$ cat src/rtl/pmc_pkg.sv
// pmc_pkg: shared types and constants for the pixel mask collision block.
// Item structs, the front-to-back queue entry and register indexes.
// No dependencies.
package pmc_pkg;

    localparam int MAX_SPRITE_W_DEF = 64;
    localparam int MAX_SPRITE_H_DEF = 64;

    localparam int CFG_IDX_W  = 3;
    localparam int CFG_DATA_W = 24;
    localparam int SIZE_W     = 7;
    localparam int POS_W      = 10;
    localparam int COLOR_W    = 24;
    localparam int PIX_W      = 6;
    localparam int Q_DEPTH    = 4;

    localparam logic [COLOR_W-1:0] KEY_COLOR_RST = 24'hff00ff;
    localparam logic [SIZE_W-1:0]  SIZE_RST      = 7'd35;

    localparam logic [CFG_IDX_W-1:0] REG_KEY_COLOR = 3'd0;
    localparam logic [CFG_IDX_W-1:0] REG_A_WIDTH   = 3'd1;
    localparam logic [CFG_IDX_W-1:0] REG_A_HEIGHT  = 3'd2;
    localparam logic [CFG_IDX_W-1:0] REG_B_WIDTH   = 3'd3;
    localparam logic [CFG_IDX_W-1:0] REG_B_HEIGHT  = 3'd4;

    localparam logic FUNC_LOAD  = 1'b0;
    localparam logic FUNC_QUERY = 1'b1;

    typedef struct packed {
        logic               func;
        logic               sprite_sel;
        logic [PIX_W-1:0]   pix_col;
        logic [PIX_W-1:0]   pix_row;
        logic [COLOR_W-1:0] pix_color;
        logic [POS_W-1:0]   a_pos_x;
        logic [POS_W-1:0]   a_pos_y;
        logic [POS_W-1:0]   b_pos_x;
        logic [POS_W-1:0]   b_pos_y;
    } in_item_t;

    typedef struct packed {
        logic hit;
        logic boxes_overlap;
    } out_item_t;

    // One classified item: a mask write or a prepared query.
    typedef struct packed {
        logic              is_query;
        // load
        logic              sel;
        logic              wr_ok;
        logic              opaque;
        logic [PIX_W-1:0]  row;
        logic [PIX_W-1:0]  col;
        // query
        logic              overlap;
        logic [PIX_W-1:0]  sa;
        logic [PIX_W-1:0]  sb;
        logic [SIZE_W-1:0] ra;
        logic [SIZE_W-1:0] rb;
        logic [SIZE_W-1:0] cw;
        logic [SIZE_W-1:0] ch;
    } q_entry_t;

endpackage

$ cat src/rtl/pmc_front.sv
// pmc_front: configuration registers and item classification.
// Loads get their opacity decided here, queries their overlap rectangle.
// Depends on pmc_pkg.
module pmc_front #(
    parameter int MAX_SPRITE_W = pmc_pkg::MAX_SPRITE_W_DEF,
    parameter int MAX_SPRITE_H = pmc_pkg::MAX_SPRITE_H_DEF
) (
    input  logic                            aclk,
    input  logic                            aresetn,
    input  logic                            cfg_we,
    input  logic [pmc_pkg::CFG_IDX_W-1:0]   cfg_index,
    input  logic [pmc_pkg::CFG_DATA_W-1:0]  cfg_wdata,
    input  pmc_pkg::in_item_t               item,
    output pmc_pkg::q_entry_t               entry
);
    localparam int SW = pmc_pkg::SIZE_W;
    localparam int PW = pmc_pkg::POS_W;

    logic [pmc_pkg::COLOR_W-1:0] key_color_reg;
    logic [SW-1:0] a_width_reg, a_height_reg, b_width_reg, b_height_reg;

    logic [SW-1:0] aw, ah, bw, bh;
    logic [PW:0]   ax_end, ay_end, bx_end, by_end;
    logic [PW:0]   x_end, y_end;
    logic [PW-1:0] cx, cy;
    logic [PW:0]   cw_full, ch_full;
    logic [PW-1:0] sa_full, sb_full, ra_full, rb_full;

    always_ff @(posedge aclk) begin
        if (!aresetn) begin
            key_color_reg <= pmc_pkg::KEY_COLOR_RST;
            a_width_reg   <= pmc_pkg::SIZE_RST;
            a_height_reg  <= pmc_pkg::SIZE_RST;
            b_width_reg   <= pmc_pkg::SIZE_RST;
            b_height_reg  <= pmc_pkg::SIZE_RST;
        end else if (cfg_we) begin
            case (cfg_index)
                pmc_pkg::REG_KEY_COLOR: key_color_reg <= cfg_wdata[pmc_pkg::COLOR_W-1:0];
                pmc_pkg::REG_A_WIDTH:   a_width_reg   <= cfg_wdata[SW-1:0];
                pmc_pkg::REG_A_HEIGHT:  a_height_reg  <= cfg_wdata[SW-1:0];
                pmc_pkg::REG_B_WIDTH:   b_width_reg   <= cfg_wdata[SW-1:0];
                pmc_pkg::REG_B_HEIGHT:  b_height_reg  <= cfg_wdata[SW-1:0];
                default: ;
            endcase
        end
    end

    // sizes clamped to 1..max
    always_comb begin
        aw = (a_width_reg == '0) ? SW'(1) :
             ((9'(a_width_reg) > 9'(MAX_SPRITE_W)) ? SW'(MAX_SPRITE_W) : a_width_reg);
        bw = (b_width_reg == '0) ? SW'(1) :
             ((9'(b_width_reg) > 9'(MAX_SPRITE_W)) ? SW'(MAX_SPRITE_W) : b_width_reg);
        ah = (a_height_reg == '0) ? SW'(1) :
             ((9'(a_height_reg) > 9'(MAX_SPRITE_H)) ? SW'(MAX_SPRITE_H) : a_height_reg);
        bh = (b_height_reg == '0) ? SW'(1) :
             ((9'(b_height_reg) > 9'(MAX_SPRITE_H)) ? SW'(MAX_SPRITE_H) : b_height_reg);
    end

    always_comb begin
        ax_end = {1'b0, item.a_pos_x} + (PW+1)'(aw);
        ay_end = {1'b0, item.a_pos_y} + (PW+1)'(ah);
        bx_end = {1'b0, item.b_pos_x} + (PW+1)'(bw);
        by_end = {1'b0, item.b_pos_y} + (PW+1)'(bh);

        cx    = (item.a_pos_x > item.b_pos_x) ? item.a_pos_x : item.b_pos_x;
        cy    = (item.a_pos_y > item.b_pos_y) ? item.a_pos_y : item.b_pos_y;
        x_end = (ax_end < bx_end) ? ax_end : bx_end;
        y_end = (ay_end < by_end) ? ay_end : by_end;

        cw_full = x_end - {1'b0, cx};
        ch_full = y_end - {1'b0, cy};
        sa_full = cx - item.a_pos_x;
        sb_full = cx - item.b_pos_x;
        ra_full = cy - item.a_pos_y;
        rb_full = cy - item.b_pos_y;

        entry          = '0;
        entry.is_query = (item.func == pmc_pkg::FUNC_QUERY);
        entry.sel      = item.sprite_sel;
        entry.opaque   = (item.pix_color != key_color_reg);
        // columns past the widest sprite and rows past the mask are never read
        entry.wr_ok    = (7'(item.pix_col) < 7'(MAX_SPRITE_W)) &&
                         (9'(item.pix_row) < 9'(MAX_SPRITE_H));
        entry.row      = item.pix_row;
        entry.col      = item.pix_col;
        entry.overlap  = ({1'b0, item.a_pos_x} < bx_end) && ({1'b0, item.b_pos_x} < ax_end) &&
                         ({1'b0, item.a_pos_y} < by_end) && ({1'b0, item.b_pos_y} < ay_end);
        entry.sa       = sa_full[pmc_pkg::PIX_W-1:0];
        entry.sb       = sb_full[pmc_pkg::PIX_W-1:0];
        entry.ra       = ra_full[SW-1:0];
        entry.rb       = rb_full[SW-1:0];
        entry.cw       = cw_full[SW-1:0];
        entry.ch       = ch_full[SW-1:0];
    end

endmodule

$ cat config.mk
export PLATFORM = sky130hd
export DESIGN_NAME = pmc_front
export DESIGN_NICKNAME = d
export VERILOG_FILES = /design/src/rtl/pmc_pkg.sv /design/src/rtl/pmc_front.sv
export SDC_FILE = /design/constraint.sdc
export NUM_CORES = 1
export LEC_CHECK = 0
export BUFFER_PORTS_ARGS = -buffer_cell sky130_fd_sc_hd__buf_2
export CAP_MARGIN = 0
export CORE_ASPECT_RATIO = 1.4
export CORE_MARGIN = 4
export CORE_UTILIZATION = 42
export DETAILED_ROUTE_END_ITERATION = 8
export GPL_TIMING_DRIVEN = 0
export PLACE_DENSITY_LB_ADDON = 0.15
export RECOVER_POWER = 50
export SYNTH_ARGS = -nofsm -noshare
export SYNTH_HDL_FRONTEND = slang
export SYNTH_SLANG_ARGS = --single-unit
$ cat constraint.sdc
create_clock -name aclk -period 13.5 [get_ports aclk]
set_input_delay 0 -clock aclk [delete_from_list [all_inputs] [get_ports aclk]]
set_output_delay 0 -clock aclk [all_outputs]
set_load 0.005 [all_outputs]
==> impl_metrics.ini <==
[critical_path]
cp_top_family = compound AO/OA/AOI/OAI gates
crit_arrival_ns = 5.80
rrSetupSlack_ns = 12.68
path_max_fanout = 10
cp-end-kind = output pin
r2r_start = a_width_reg[6]$_SDFFE_PN0P_
critPathBufInv = 4
max_stage_delay_ns = 0.48
slowest_stage = dfxtp_1
r2r_cells = 2
timing.rr.end = a_width_reg[6]$_SDFFE_PN0P_
crit_type = reg -> out
cp.required_ns = 13.50
start_kind = register

[clocking]
cts_tree = done
insertion_delay_ns = 0.29
cts_setup_buffers = 0
cts.sinks = 52
cts_root_buf = clkbuf_16
cts-htree-levels = 2
cts-resized-gates = 0
cts_buffers = 5
cts.clk_slew.worst_paths_ns = 0.07
cts_hold_buffers = 17
clk_path_buf_depth = 2

[place]
gp_congestion = 0.8517
portBuffers = 148
dp_cells = 1269
hpwl_um = 16140

[drt]
drt_iter0_drc = 275
drc_errors = 0
drt-total-wl_um = 19050
dr.pass1.iters = 4
wl_per_cell_um = 14.74
routed_via_density = 5.249
final_antenna_net_count = 0
vias = 6787

[floorplan]
die_area_um2 = 19010
fp.coreArea_um2 = 16380
ios = 165
die_w_um = 117.7
initial_core_util = 0.4318
die_h_um = 161.5
rows = 55

[min_path]
worstHoldPathCells = 3
hold_end = key_color_reg[0]$_SDFFE_PN1P_
min-delay-start = cfg_wdata[0]
hold_class = in -> reg

[sta]
slew_headroom = 0.1869
setup_viol = 0
hold_viol = 0
skew_ns = 0
worstMarginPinSlew_ns = 1.189
maxSlewViolCount = 0
finalCriticalPeriod_ns = 5.802
fmax_mhz = 172.4
final.setup.tns_ns = 0
fin_crit_sh = 0.4298
rsz0062_at_grt = no
fin_worst_hold_slack_ns = 0.02317

[global_routing]
grt_max_degree = 15
grt_pass1_vias = 6774
grt_antenna_before_repair = 0
grt_first_pass_wirelength_um = 31500
gr-total-overflow = 0
grt.total_usage = 0.1971

[layout]
fin_nets = 1339
syn_to_final_growth_pct = 18.21
drive_above_1_share = 0.1636
largest_reg_flops = 24
fillCellCount = 1700
n_antenna_cell = 0
utilization = 0.5104
finalNonFillerCells = 1293

[power_and_ir_drop]
power_density_nw_per_um2 = 87.02
p_leak_uw = 0.004269
irDropWorstVdd_mv = 0.06062

[logic_synthesis]
synth-async-reset-ratio = 0
syn_nets = 1167
ys_seq_elements = 52
synth_edf_count = 0
yosys.cell_types.count = 62
postSynthAreaPerCell_um2 = 7.670
ys_seq_area_frac = 0.1472
yosys_warnings = 0
synthCells = 922
netlist_area_um2 = 7072
synthFlopType = dfxtp_1

[outcome]
outcome = complete, no violations

[job]
maxCapViolations = 0
-- where the power goes --
group / switching (µW) / internal, µW
registers: 3.47 / 158
clock network: 53.8 / 67.5
logic: 231 / 214
total: 288 / 439
-- area by class of cell --
type	count	area (µm²)	share of cell area
clock buffers	6	128.9	0.01542
well taps	199	249.0	0.02979
multi-input cells	751	5524	0.6608
plain buffers	34	187.7	0.02245
repair buffers	165	904.6	0.1082
clock inverters	1	5.005	0.0005987
flip-flops and latches	52	1041	0.1245
inverters	85	319.1	0.03817
-- layer usage --
layer,share of wire,vias up,wire length [µm],global-route usage
li1,-,3530,-,-
met1,0.40,3111,7590,0.2179
met2,0.55,115,10560,0.3986
met3,0.023,31,446,0.01611
met4,0.024,0,456,0.05067
met5,0,-,0,0
-- tightest hold or removal path: cells and delay by family --
family                 cells  cell delay (ns)
and+or+nand+nor            2             0.13
buffers and inverters      1             0.15
-- cell usage after synthesis (14+ instances only) --
master	number	area [µm²]
clkbuf_1	17	63.81
a21oi_1	49	245.2
o21ai_0	33	165.2
a21boi_0	25	187.7
nand3_1	45	225.2
a21o_1	47	352.8
inv_1	85	319.1
nor2b_1	24	150.1
xnor2_1	42	367.9
nand2b_1	17	106.4
xor2_1	36	315.3
nor2_1	35	131.4
nor3_1	14	70.07
dfxtp_1	52	1041
buf_4	16	120.1
nand2_1	134	503.0
ha_1	127	1589
-- layout by cell type, fill, tap and decap left out, drive strengths merged, types with 4 or more instances in the layout --
cell type and count:
nand3 45, inv 85, or2 4, dfxtp 52, buf 149, a21boi 26
o21ai 37, o21bai 6, a31oi 4, ha 127, a21o 48, nand2 135
nor2 35, a211oi 8, nand2b 17, nand4 9, o211ai 6, clkbuf 39
a21oi 49, and2 4, fa 10, nor2b 25, xnor2 43, dlygate4sd3 17
o21a 9, nor3 14, mux2i 12, nor4 5, xor2 36
-- logic make-up after synthesis --
kind of cell | after synthesis | share of synthesized area
flops | 52 | 0.1472
other cells | 1 | 0.0005303
fa+ha+maj | 137 | 0.2530
xor+xnor | 79 | 0.09890
simple gates | 301 | 0.1976
buf+inv | 119 | 0.07166
compound gates | 219 | 0.2109
mux | 14 | 0.02017
-- worst max path at each step --
stage | start | to | cells after the start
floorplan | b_height_reg[1]$_SDFFE_PN1P_ | entry[6] | 26
global placement | b_width_reg[6]$_SDFFE_PN0P_ | entry[13] | 25
detailed placement | b_width_reg[6]$_SDFFE_PN0P_ | entry[13] | 25
CTS | b_width_reg[6]$_SDFFE_PN0P_ | entry[13] | 25
global route | b_width_reg[6]$_SDFFE_PN0P_ | entry[13] | 25
finish | b_width_reg[6]$_SDFFE_PN0P_ | entry[13] | 25
-- per-stage QoR --
step                power (µW)  instance area (µm²)  setup slack [ns]
CTS                      737.8                 8366             7.620
global placement         604.4                 8061             8.012
global route             800.2                 8359             7.305
finish                   727.4                 8359             7.698
detailed placement       610.2                 8061             7.958
floorplan                461.7                 7072             8.885
No activity file was read; power rests on OpenSTA's default activity.
