### src/rtl/pmc_pkg.sv
// pmc_pkg: shared types and constants for the pixel mask collision block.
// Item structs, the front-to-back queue entry and register indexes.
// No dependencies.
package pmc_pkg;

    localparam int MAX_SPRITE_W_DEF = 64;
    localparam int MAX_SPRITE_H_DEF = 64;

    localparam int CFG_IDX_W  = 3;
    localparam int CFG_DATA_W = 24;
    localparam int SIZE_W     = 7;
    localparam int POS_W      = 10;
    localparam int COLOR_W    = 24;
    localparam int PIX_W      = 6;
    localparam int Q_DEPTH    = 4;

    localparam logic [COLOR_W-1:0] KEY_COLOR_RST = 24'hff00ff;
    localparam logic [SIZE_W-1:0]  SIZE_RST      = 7'd35;

    localparam logic [CFG_IDX_W-1:0] REG_KEY_COLOR = 3'd0;
    localparam logic [CFG_IDX_W-1:0] REG_A_WIDTH   = 3'd1;
    localparam logic [CFG_IDX_W-1:0] REG_A_HEIGHT  = 3'd2;
    localparam logic [CFG_IDX_W-1:0] REG_B_WIDTH   = 3'd3;
    localparam logic [CFG_IDX_W-1:0] REG_B_HEIGHT  = 3'd4;

    localparam logic FUNC_LOAD  = 1'b0;
    localparam logic FUNC_QUERY = 1'b1;

    typedef struct packed {
        logic               func;
        logic               sprite_sel;
        logic [PIX_W-1:0]   pix_col;
        logic [PIX_W-1:0]   pix_row;
        logic [COLOR_W-1:0] pix_color;
        logic [POS_W-1:0]   a_pos_x;
        logic [POS_W-1:0]   a_pos_y;
        logic [POS_W-1:0]   b_pos_x;
        logic [POS_W-1:0]   b_pos_y;
    } in_item_t;

    typedef struct packed {
        logic hit;
        logic boxes_overlap;
    } out_item_t;

    // One classified item: a mask write or a prepared query.
    typedef struct packed {
        logic              is_query;
        // load
        logic              sel;
        logic              wr_ok;
        logic              opaque;
        logic [PIX_W-1:0]  row;
        logic [PIX_W-1:0]  col;
        // query
        logic              overlap;
        logic [PIX_W-1:0]  sa;
        logic [PIX_W-1:0]  sb;
        logic [SIZE_W-1:0] ra;
        logic [SIZE_W-1:0] rb;
        logic [SIZE_W-1:0] cw;
        logic [SIZE_W-1:0] ch;
    } q_entry_t;

endpackage

### src/rtl/pmc_fifo.sv
// pmc_fifo: short queue of classified items between front and back.
// Depends on pmc_pkg.
module pmc_fifo (
    input  logic              aclk,
    input  logic              aresetn,
    input  logic              push,
    input  pmc_pkg::q_entry_t push_entry,
    output logic              not_full,
    input  logic              pop,
    output logic              head_valid,
    output pmc_pkg::q_entry_t head
);
    localparam int PW = $clog2(pmc_pkg::Q_DEPTH);
    localparam int CW = $clog2(pmc_pkg::Q_DEPTH + 1);

    pmc_pkg::q_entry_t q_mem_reg [pmc_pkg::Q_DEPTH];
    logic [PW-1:0] wr_ptr_reg, wr_ptr_next;
    logic [PW-1:0] rd_ptr_reg, rd_ptr_next;
    logic [CW-1:0] count_reg, count_next;

    assign not_full   = (count_reg != CW'(pmc_pkg::Q_DEPTH));
    assign head_valid = (count_reg != '0);
    assign head       = q_mem_reg[rd_ptr_reg];

    always_comb begin
        wr_ptr_next = wr_ptr_reg;
        rd_ptr_next = rd_ptr_reg;
        count_next  = count_reg;
        if (push) begin
            wr_ptr_next = (wr_ptr_reg == PW'(pmc_pkg::Q_DEPTH - 1)) ? '0 : wr_ptr_reg + PW'(1);
        end
        if (pop) begin
            rd_ptr_next = (rd_ptr_reg == PW'(pmc_pkg::Q_DEPTH - 1)) ? '0 : rd_ptr_reg + PW'(1);
        end
        if (push && !pop) begin
            count_next = count_reg + CW'(1);
        end else if (pop && !push) begin
            count_next = count_reg - CW'(1);
        end
    end

    always_ff @(posedge aclk) begin
        if (!aresetn) begin
            wr_ptr_reg <= '0;
            rd_ptr_reg <= '0;
            count_reg  <= '0;
        end else begin
            wr_ptr_reg <= wr_ptr_next;
            rd_ptr_reg <= rd_ptr_next;
            count_reg  <= count_next;
        end
    end

    always_ff @(posedge aclk) begin
        if (push) begin
            q_mem_reg[wr_ptr_reg] <= push_entry;
        end
    end

endmodule

### config.mk
export PLATFORM = sky130hd
export DESIGN_NAME = pmc_fifo
export DESIGN_NICKNAME = d
export VERILOG_FILES = /design/src/rtl/pmc_pkg.sv /design/src/rtl/pmc_fifo.sv
export SDC_FILE = /design/constraint.sdc
export NUM_CORES = 1
export LEC_CHECK = 0
export BUFFER_PORTS_ARGS = -buffer_cell sky130_fd_sc_hd__buf_2
export CAP_MARGIN = 10
export CORE_AREA = 5 5 193 102
export CTS_CLUSTER_SIZE = 25
export DETAILED_ROUTE_END_ITERATION = 10
export DIE_AREA = 0 0 198 107
export PLACE_DENSITY = 0.72
export SYNTH_ARGS = -nofsm -noshare
export SYNTH_HDL_FRONTEND = slang
export SYNTH_SLANG_ARGS = --single-unit
### constraint.sdc
create_clock -name aclk -period 3.1 [get_ports aclk]
set_clock_uncertainty 0.2 [all_clocks]
set_input_delay 0 -clock aclk [delete_from_list [all_inputs] [get_ports aclk]]
set_output_delay 0 -clock aclk [all_outputs]
set_load 0.1 [all_outputs]
==> results of run 1 <==
## kinds of logic after synthesis
family | Yosys count | share of synthesized area, %
compound gates | 3 | 0.231
xor+xnor | 2 | 0.202
fa+ha+maj | 7 | 1.10
buf+inv | 16 | 1.18
flops | 237 | 81.0
mux | 61 | 15.3
simple gates | 16 | 1.05
## worst paths after layout
kind,startpoint,end,slack (ns),depth (start not counted)
hold / removal,push_entry[56],q_mem_reg[3][56],0.06,2
setup reg to reg,count_reg[0],count_reg[2],0.76,5
setup / recovery,register,head[3],0.63,3
hold reg to reg,rd_ptr_reg[1],register,0.33,2
## placed cells by master, fill, tap and decap left out, drive strengths merged
| master | instances |
|---|---|
| edfxtp | 228 |
| buf | 130 |
| dlygate4sd3 | 61 |
| mux4 | 57 |
| clkbuf | 33 |
| dfxtp | 9 |
| ha | 6 |
| nor2b | 5 |
| and2 | 5 |
| inv | 4 |
| mux2i | 4 |
| clkinv | 3 |
| nor2 | 2 |
| or3 | 2 |
| clkinvlp | 2 |
| bufinv | 2 |
| diode | 1 |
| nand2 | 1 |
| xnor2 | 1 |
| nor3 | 1 |
| o21a | 1 |
| xor2 | 1 |
| o21ai | 1 |
| a21boi | 1 |
| fa | 1 |
## layer usage
layer  track usage [%]  share of wire [%]  vias up
met1              22.8                 44     2189
li1                  -                  -     1858
met4              2.75                1.4        0
met5                 0                  0        -
met3              4.05                7.4       17
met2              25.9                 47      130
## final cells by class
type | count | share of cell area, %
inverters | 4 | 0.137
well taps | 240 | 2.73
diodes | 1 | 0.0228
clock buffers | 33 | 5.67
flip-flops and latches | 237 | 64.0
repair buffers | 191 | 12.4
clock inverters | 7 | 0.854
multi-input cells | 89 | 14.1
## power breakdown
group,switching [W],internal [W],leakage (nW)
Combinational,0.00108,0.000338,1.25
Sequential,0.0000486,0.00367,2.17
Clock,0.00108,0.00156,0.342
## stage by stage
stage	hold slack (ns)	instance area, um^2	utilization, %	setup slack [ns]	power, W
final	0.0575	11000	61.5	0.625	0.00778
after global routing	0.0435	11000	61.5	0.482	0.00805
after CTS	0.0380	11000	61.5	0.561	0.00785
after detailed placement	0.0190	9650	54.0	1.09	0.00515
after global placement	0.00986	9650	54.0	1.10	0.00512
after floorplan	-0.101	8680	-	0.582	0.00487
## critical path, cell delays in order (launching register included)
cell and delay, ns:
dfxtp_4 0.56, buf_12 0.31, mux4_2 0.58, buf_2 0.32
==> results.yml, run 1 <==
clock_tree:
  numCtsBuffers: 22
  clkLatencyLatePin_ns: 0.49
  cts.clk_slew.worst_paths_ns: 0.07
  clkSinkCount: 237
  cts_tree: "yes"
  cts_resized: 0
  post-cts-setup-buffers: 0
  cts_htree_levels: 1
  clock_path_buffers: 3
  holdBufCountCts: 61
  cts_root_buf: "clkbuf_16"
logic_synthesis:
  synth_top_area_cell: "edfxtp_1"
  yosysTopAreaCellShare_pct: 78.9
  postSynthCellCount: 342
  synthFlopType: "edfxtp_1"
  syn-cell-area_um2: 8680
  avgSynthCellArea_um2: 25.4
  synth.most_common_cell: "edfxtp_1"
  yosysSeqAreaShare_pct: 81.0
  synthArstFlopShare_pct: 0
  synth_cell_types: 22
  synth-seq-cells: 237
  synth_edf_count: 228
  synth_area_leaders: "edfxtp_1 (79%), mux4_2 (15%), dfxtp_1 (2.1%)"
  yosys-top-cells-count: "edfxtp_1 (228), mux4_2 (57), dfxtp_1 (9)"
  synth_nets: 410
  yosysWarnings: 0
worst_setup_path:
  crit_arrival_ns: 2.27
  crit_path_end_kind: "primary output"
  path_class: "reg -> out"
  required_ns: 2.90
  worst-path-max-fanout: 31
  startpoint_type: "register"
timing:
  slew_viol_final: 0
  tightest_slew_ns: 0.639
  rsz0062_at_grt: "false"
  tns_ns: 0
  fmax_ghz: 0.404
  min_period_over_period_pct: 79.8
  min_period_ns: 2.47
  timing.slew.headroom_pct: 57.4
  finalHoldViolations: 0
  setup_viol: 0
layout:
  ff_latch_area_um2: 7030
  final_net_count: 613
  drive_gt1_share_pct: 39.9
  largest_register_ff_count: 228
  multi_input_area_um2: 1550
  area_growth_pct: 26.6
  fillCellCount: 1272
  instances_no_fill: 802
die:
  fp-row-count: 35
  die-area_um2: 21200
  io_pins: 120
  start_util_pct: 48.6
  fp.dieH_um: 107
  die-width_um: 198
  coreArea_um2: 17900
detailed_routing:
  wl_per_cell_um: 20.9
  drt_wl_total_um: 16800
  vias: 4194
  drtIter0Drc: 243
  drc: 0
  ant_nets: 0
  dr.pass1.iters: 4
  viasPerCell: 5.23
pwr:
  p_leak_nw: 3.76
  pwr_density_cell_nw_per_um2: 708
  worst_ir_drop_vdd_v: 0.000467
grt:
  grt_pass1_vias: 4523
  grt_usage_pct: 16.0
  antenna_found_initial: 0
  overflow: 0
  grt_pass1_wl_um: 25900
  grt_max_degree: 58
place:
  place.gp.congestion: 0.758
  port_buffers: 119
  dp_hpwl_um: 10400
  dp.cells: 700
run:
  max_cap_viol_count: 0
outcome:
  status: "finished clean"
worst_hold_path:
  hp-class: "in -> reg"
Note: power is estimated with default switching activity, not from simulation.
==> run 2, diff against run 1 <==
==> constraint.sdc (replaced) <==
create_clock -name aclk -period 2.3 [get_ports aclk]
set_clock_uncertainty 0.2 [all_clocks]
set_input_delay 0 -clock aclk [delete_from_list [all_inputs] [get_ports aclk]]
set_output_delay 0 -clock aclk [all_outputs]
set_load 0.1 [all_outputs]
==> results.yml, run 2 (synthesis gave the netlist of run 1 again) <==
outcome:
  status: "finished clean"
pwr:
  p_sw_w: 0.00291
  worst_ir_drop_vdd_v: 0.000534
  p_seq_share_pct: 50.0
  switching_share_pct: 29.1
  clockPowerShare_pct: 31.0
  pwr-share-comb_pct: 19.0
  pwr_density_cell_nw_per_um2: 920
  p_int_w: 0.00708
  p_leak_nw: 3.73
run:
  max_cap_viol_count: 0
detailed_routing:
  drtIter0Drc: 286
  vias: 4181
  viasPerCell: 5.21
  wl_per_cell_um: 20.1
  dr.pass1.iters: 4
  drc: 0
  ant_nets: 0
  drt_wl_total_um: 16100
clock_tree:
  numCtsBuffers: 21
  clock_path_buffers: 3
  cts_root_buf: "clkbuf_16"
  clkLatencyLatePin_ns: 0.49
  cts_htree_levels: 1
  clkSinkCount: 237
  cts_tree: "yes"
  cts.clk_slew.worst_paths_ns: 0.07
layout:
  area_growth_pct: 25.2
  drive_gt1_share_pct: 39.5
  final_cell_mix: "edfxtp_1 (228), buf_2 (112), dlygate4sd3_1 (61)"
  instances_no_fill: 802
  final_common_cell: "edfxtp_1"
  antennaDiodeCount: 0
  final_net_count: 615
  largest_register_ff_count: 228
timing:
  finalHoldViolations: 0
  setup_viol: 0
  tightest_slew_ns: 0.528
  min_period_ns: 2.21
  fmax_ghz: 0.452
  holdWs_ns: 0.0539
  slew_viol_final: 0
  min_period_over_period_pct: 96.1
  timing.slew.headroom_pct: 65.1
worst_setup_path:
  path_cells: "buf_12 > mux4_2 > buf_2"
  path_depth: 3
  worst-path-max-fanout: 16
  crit_path_end_kind: "primary output"
  required_ns: 2.10
  r2r_start: "wr_ptr_reg[0]"
  crit_arrival_ns: 2.01
  critPathSlowestCell: "mux4_2"
  crit_family: "multiplexers"
  path_buf_inv: 2
  max_stage_delay_ns: 0.56
  crit_end: "head[16]"
  reg2reg_depth: 3
  startpoint_type: "register"
  reg2reg_to: "q_mem_reg[3][49]"
  r2r_slack_ns: 0.56
  path_class: "reg -> out"
place:
  dp.cells: 702
  dp_hpwl_um: 9910
  place.gp.congestion: 0.724
  port_buffers: 119
grt:
  overflow: 0
  grt_max_degree: 32
  antenna_found_initial: 0
  grt_pass1_wl_um: 25300
  grt_usage_pct: 15.5
  met2_usage_pct: 25.7
  met3_usage_pct: 3.45
  use_met1_pct: 21.7
  gr-max-usage-layer: "met2"
  grt_pass1_vias: 4562
die:
  die-width_um: 198
  die-area_um2: 21200
  fp.dieH_um: 107
  fp-row-count: 35
  coreArea_um2: 17900
  start_util_pct: 48.6
  io_pins: 120
worst_hold_path:
  hp-class: "in -> reg"
run 2: changes by cell type in the layout (fill, tap and decap cells not counted), sizes merged:
cell	delta
buf	-1
clkinvlp	-1
diode	-1
inv	+1
bufinv	-2
clkbuf	-3
clkinv	+7
run 2: routing by layer:
layer	up-vias	share of wire (%)
met3	21	5.6
met5	-	0
met1	2182	46
met2	119	47
met4	0	1.6
li1	1859	-
run 2: final cells by class:
cell class	instances	area [um^2]
fillers	1246	7000
repair buffers	194	1370
clock buffers	26	544
clock inverters	12	57.6
flip-flops and latches	237	7030
multi-input cells	89	1550
well taps	240	300
inverters	4	15.0
run 2: worst min path at each step:
stage,from,to,cells after the start
after global routing,push_entry[40],q_mem_reg[1][40],2
after global placement,push_entry[20],q_mem_reg[0][20],1
after floorplan,push_entry[0],q_mem_reg[0][0],0
after detailed placement,push_entry[55],q_mem_reg[3][55],1
final,push_entry[55],q_mem_reg[1][55],2
after CTS,push_entry[55],q_mem_reg[1][55],2
run 2: per-stage QoR:
step | TNS [ns] | power, W | util [%] | instance area (um^2) | worst slack [ns]
2_1_floorplan | 0 | 0.00655 | - | 8680 | 0.395
3_3_place_gp | 0 | 0.00688 | 53.9 | 9630 | 0.440
3_5_place_dp | 0 | 0.00692 | 53.9 | 9630 | 0.434
4_1_cts | 0 | 0.0101 | 60.7 | 10900 | 0.0165
5_1_grt | -0.0239 | 0.0104 | 60.8 | 10900 | -0.0114
6_report | 0 | 0.0100 | 60.8 | 10900 | 0.0889
run 2: timing repair:
item                                   CTS  global route
buffers inserted                         1             0
resized for setup                        0            10
endpoints found under the hold margin  237             0
pin swaps                                0             0
hold buffers                            61             0
setup endpoints to repair               48             7
run 2: power by group through the flow:
stage | logic [W] | registers [W] | clock network, W
2_1_floorplan | 0.00148 | 0.00507 | 0
3_3_place_gp | 0.00180 | 0.00508 | 0
3_5_place_dp | 0.00182 | 0.00510 | 0
4_1_cts | 0.00191 | 0.00500 | 0.00320
5_1_grt | 0.00198 | 0.00501 | 0.00340
6_report | 0.00190 | 0.00500 | 0.00310
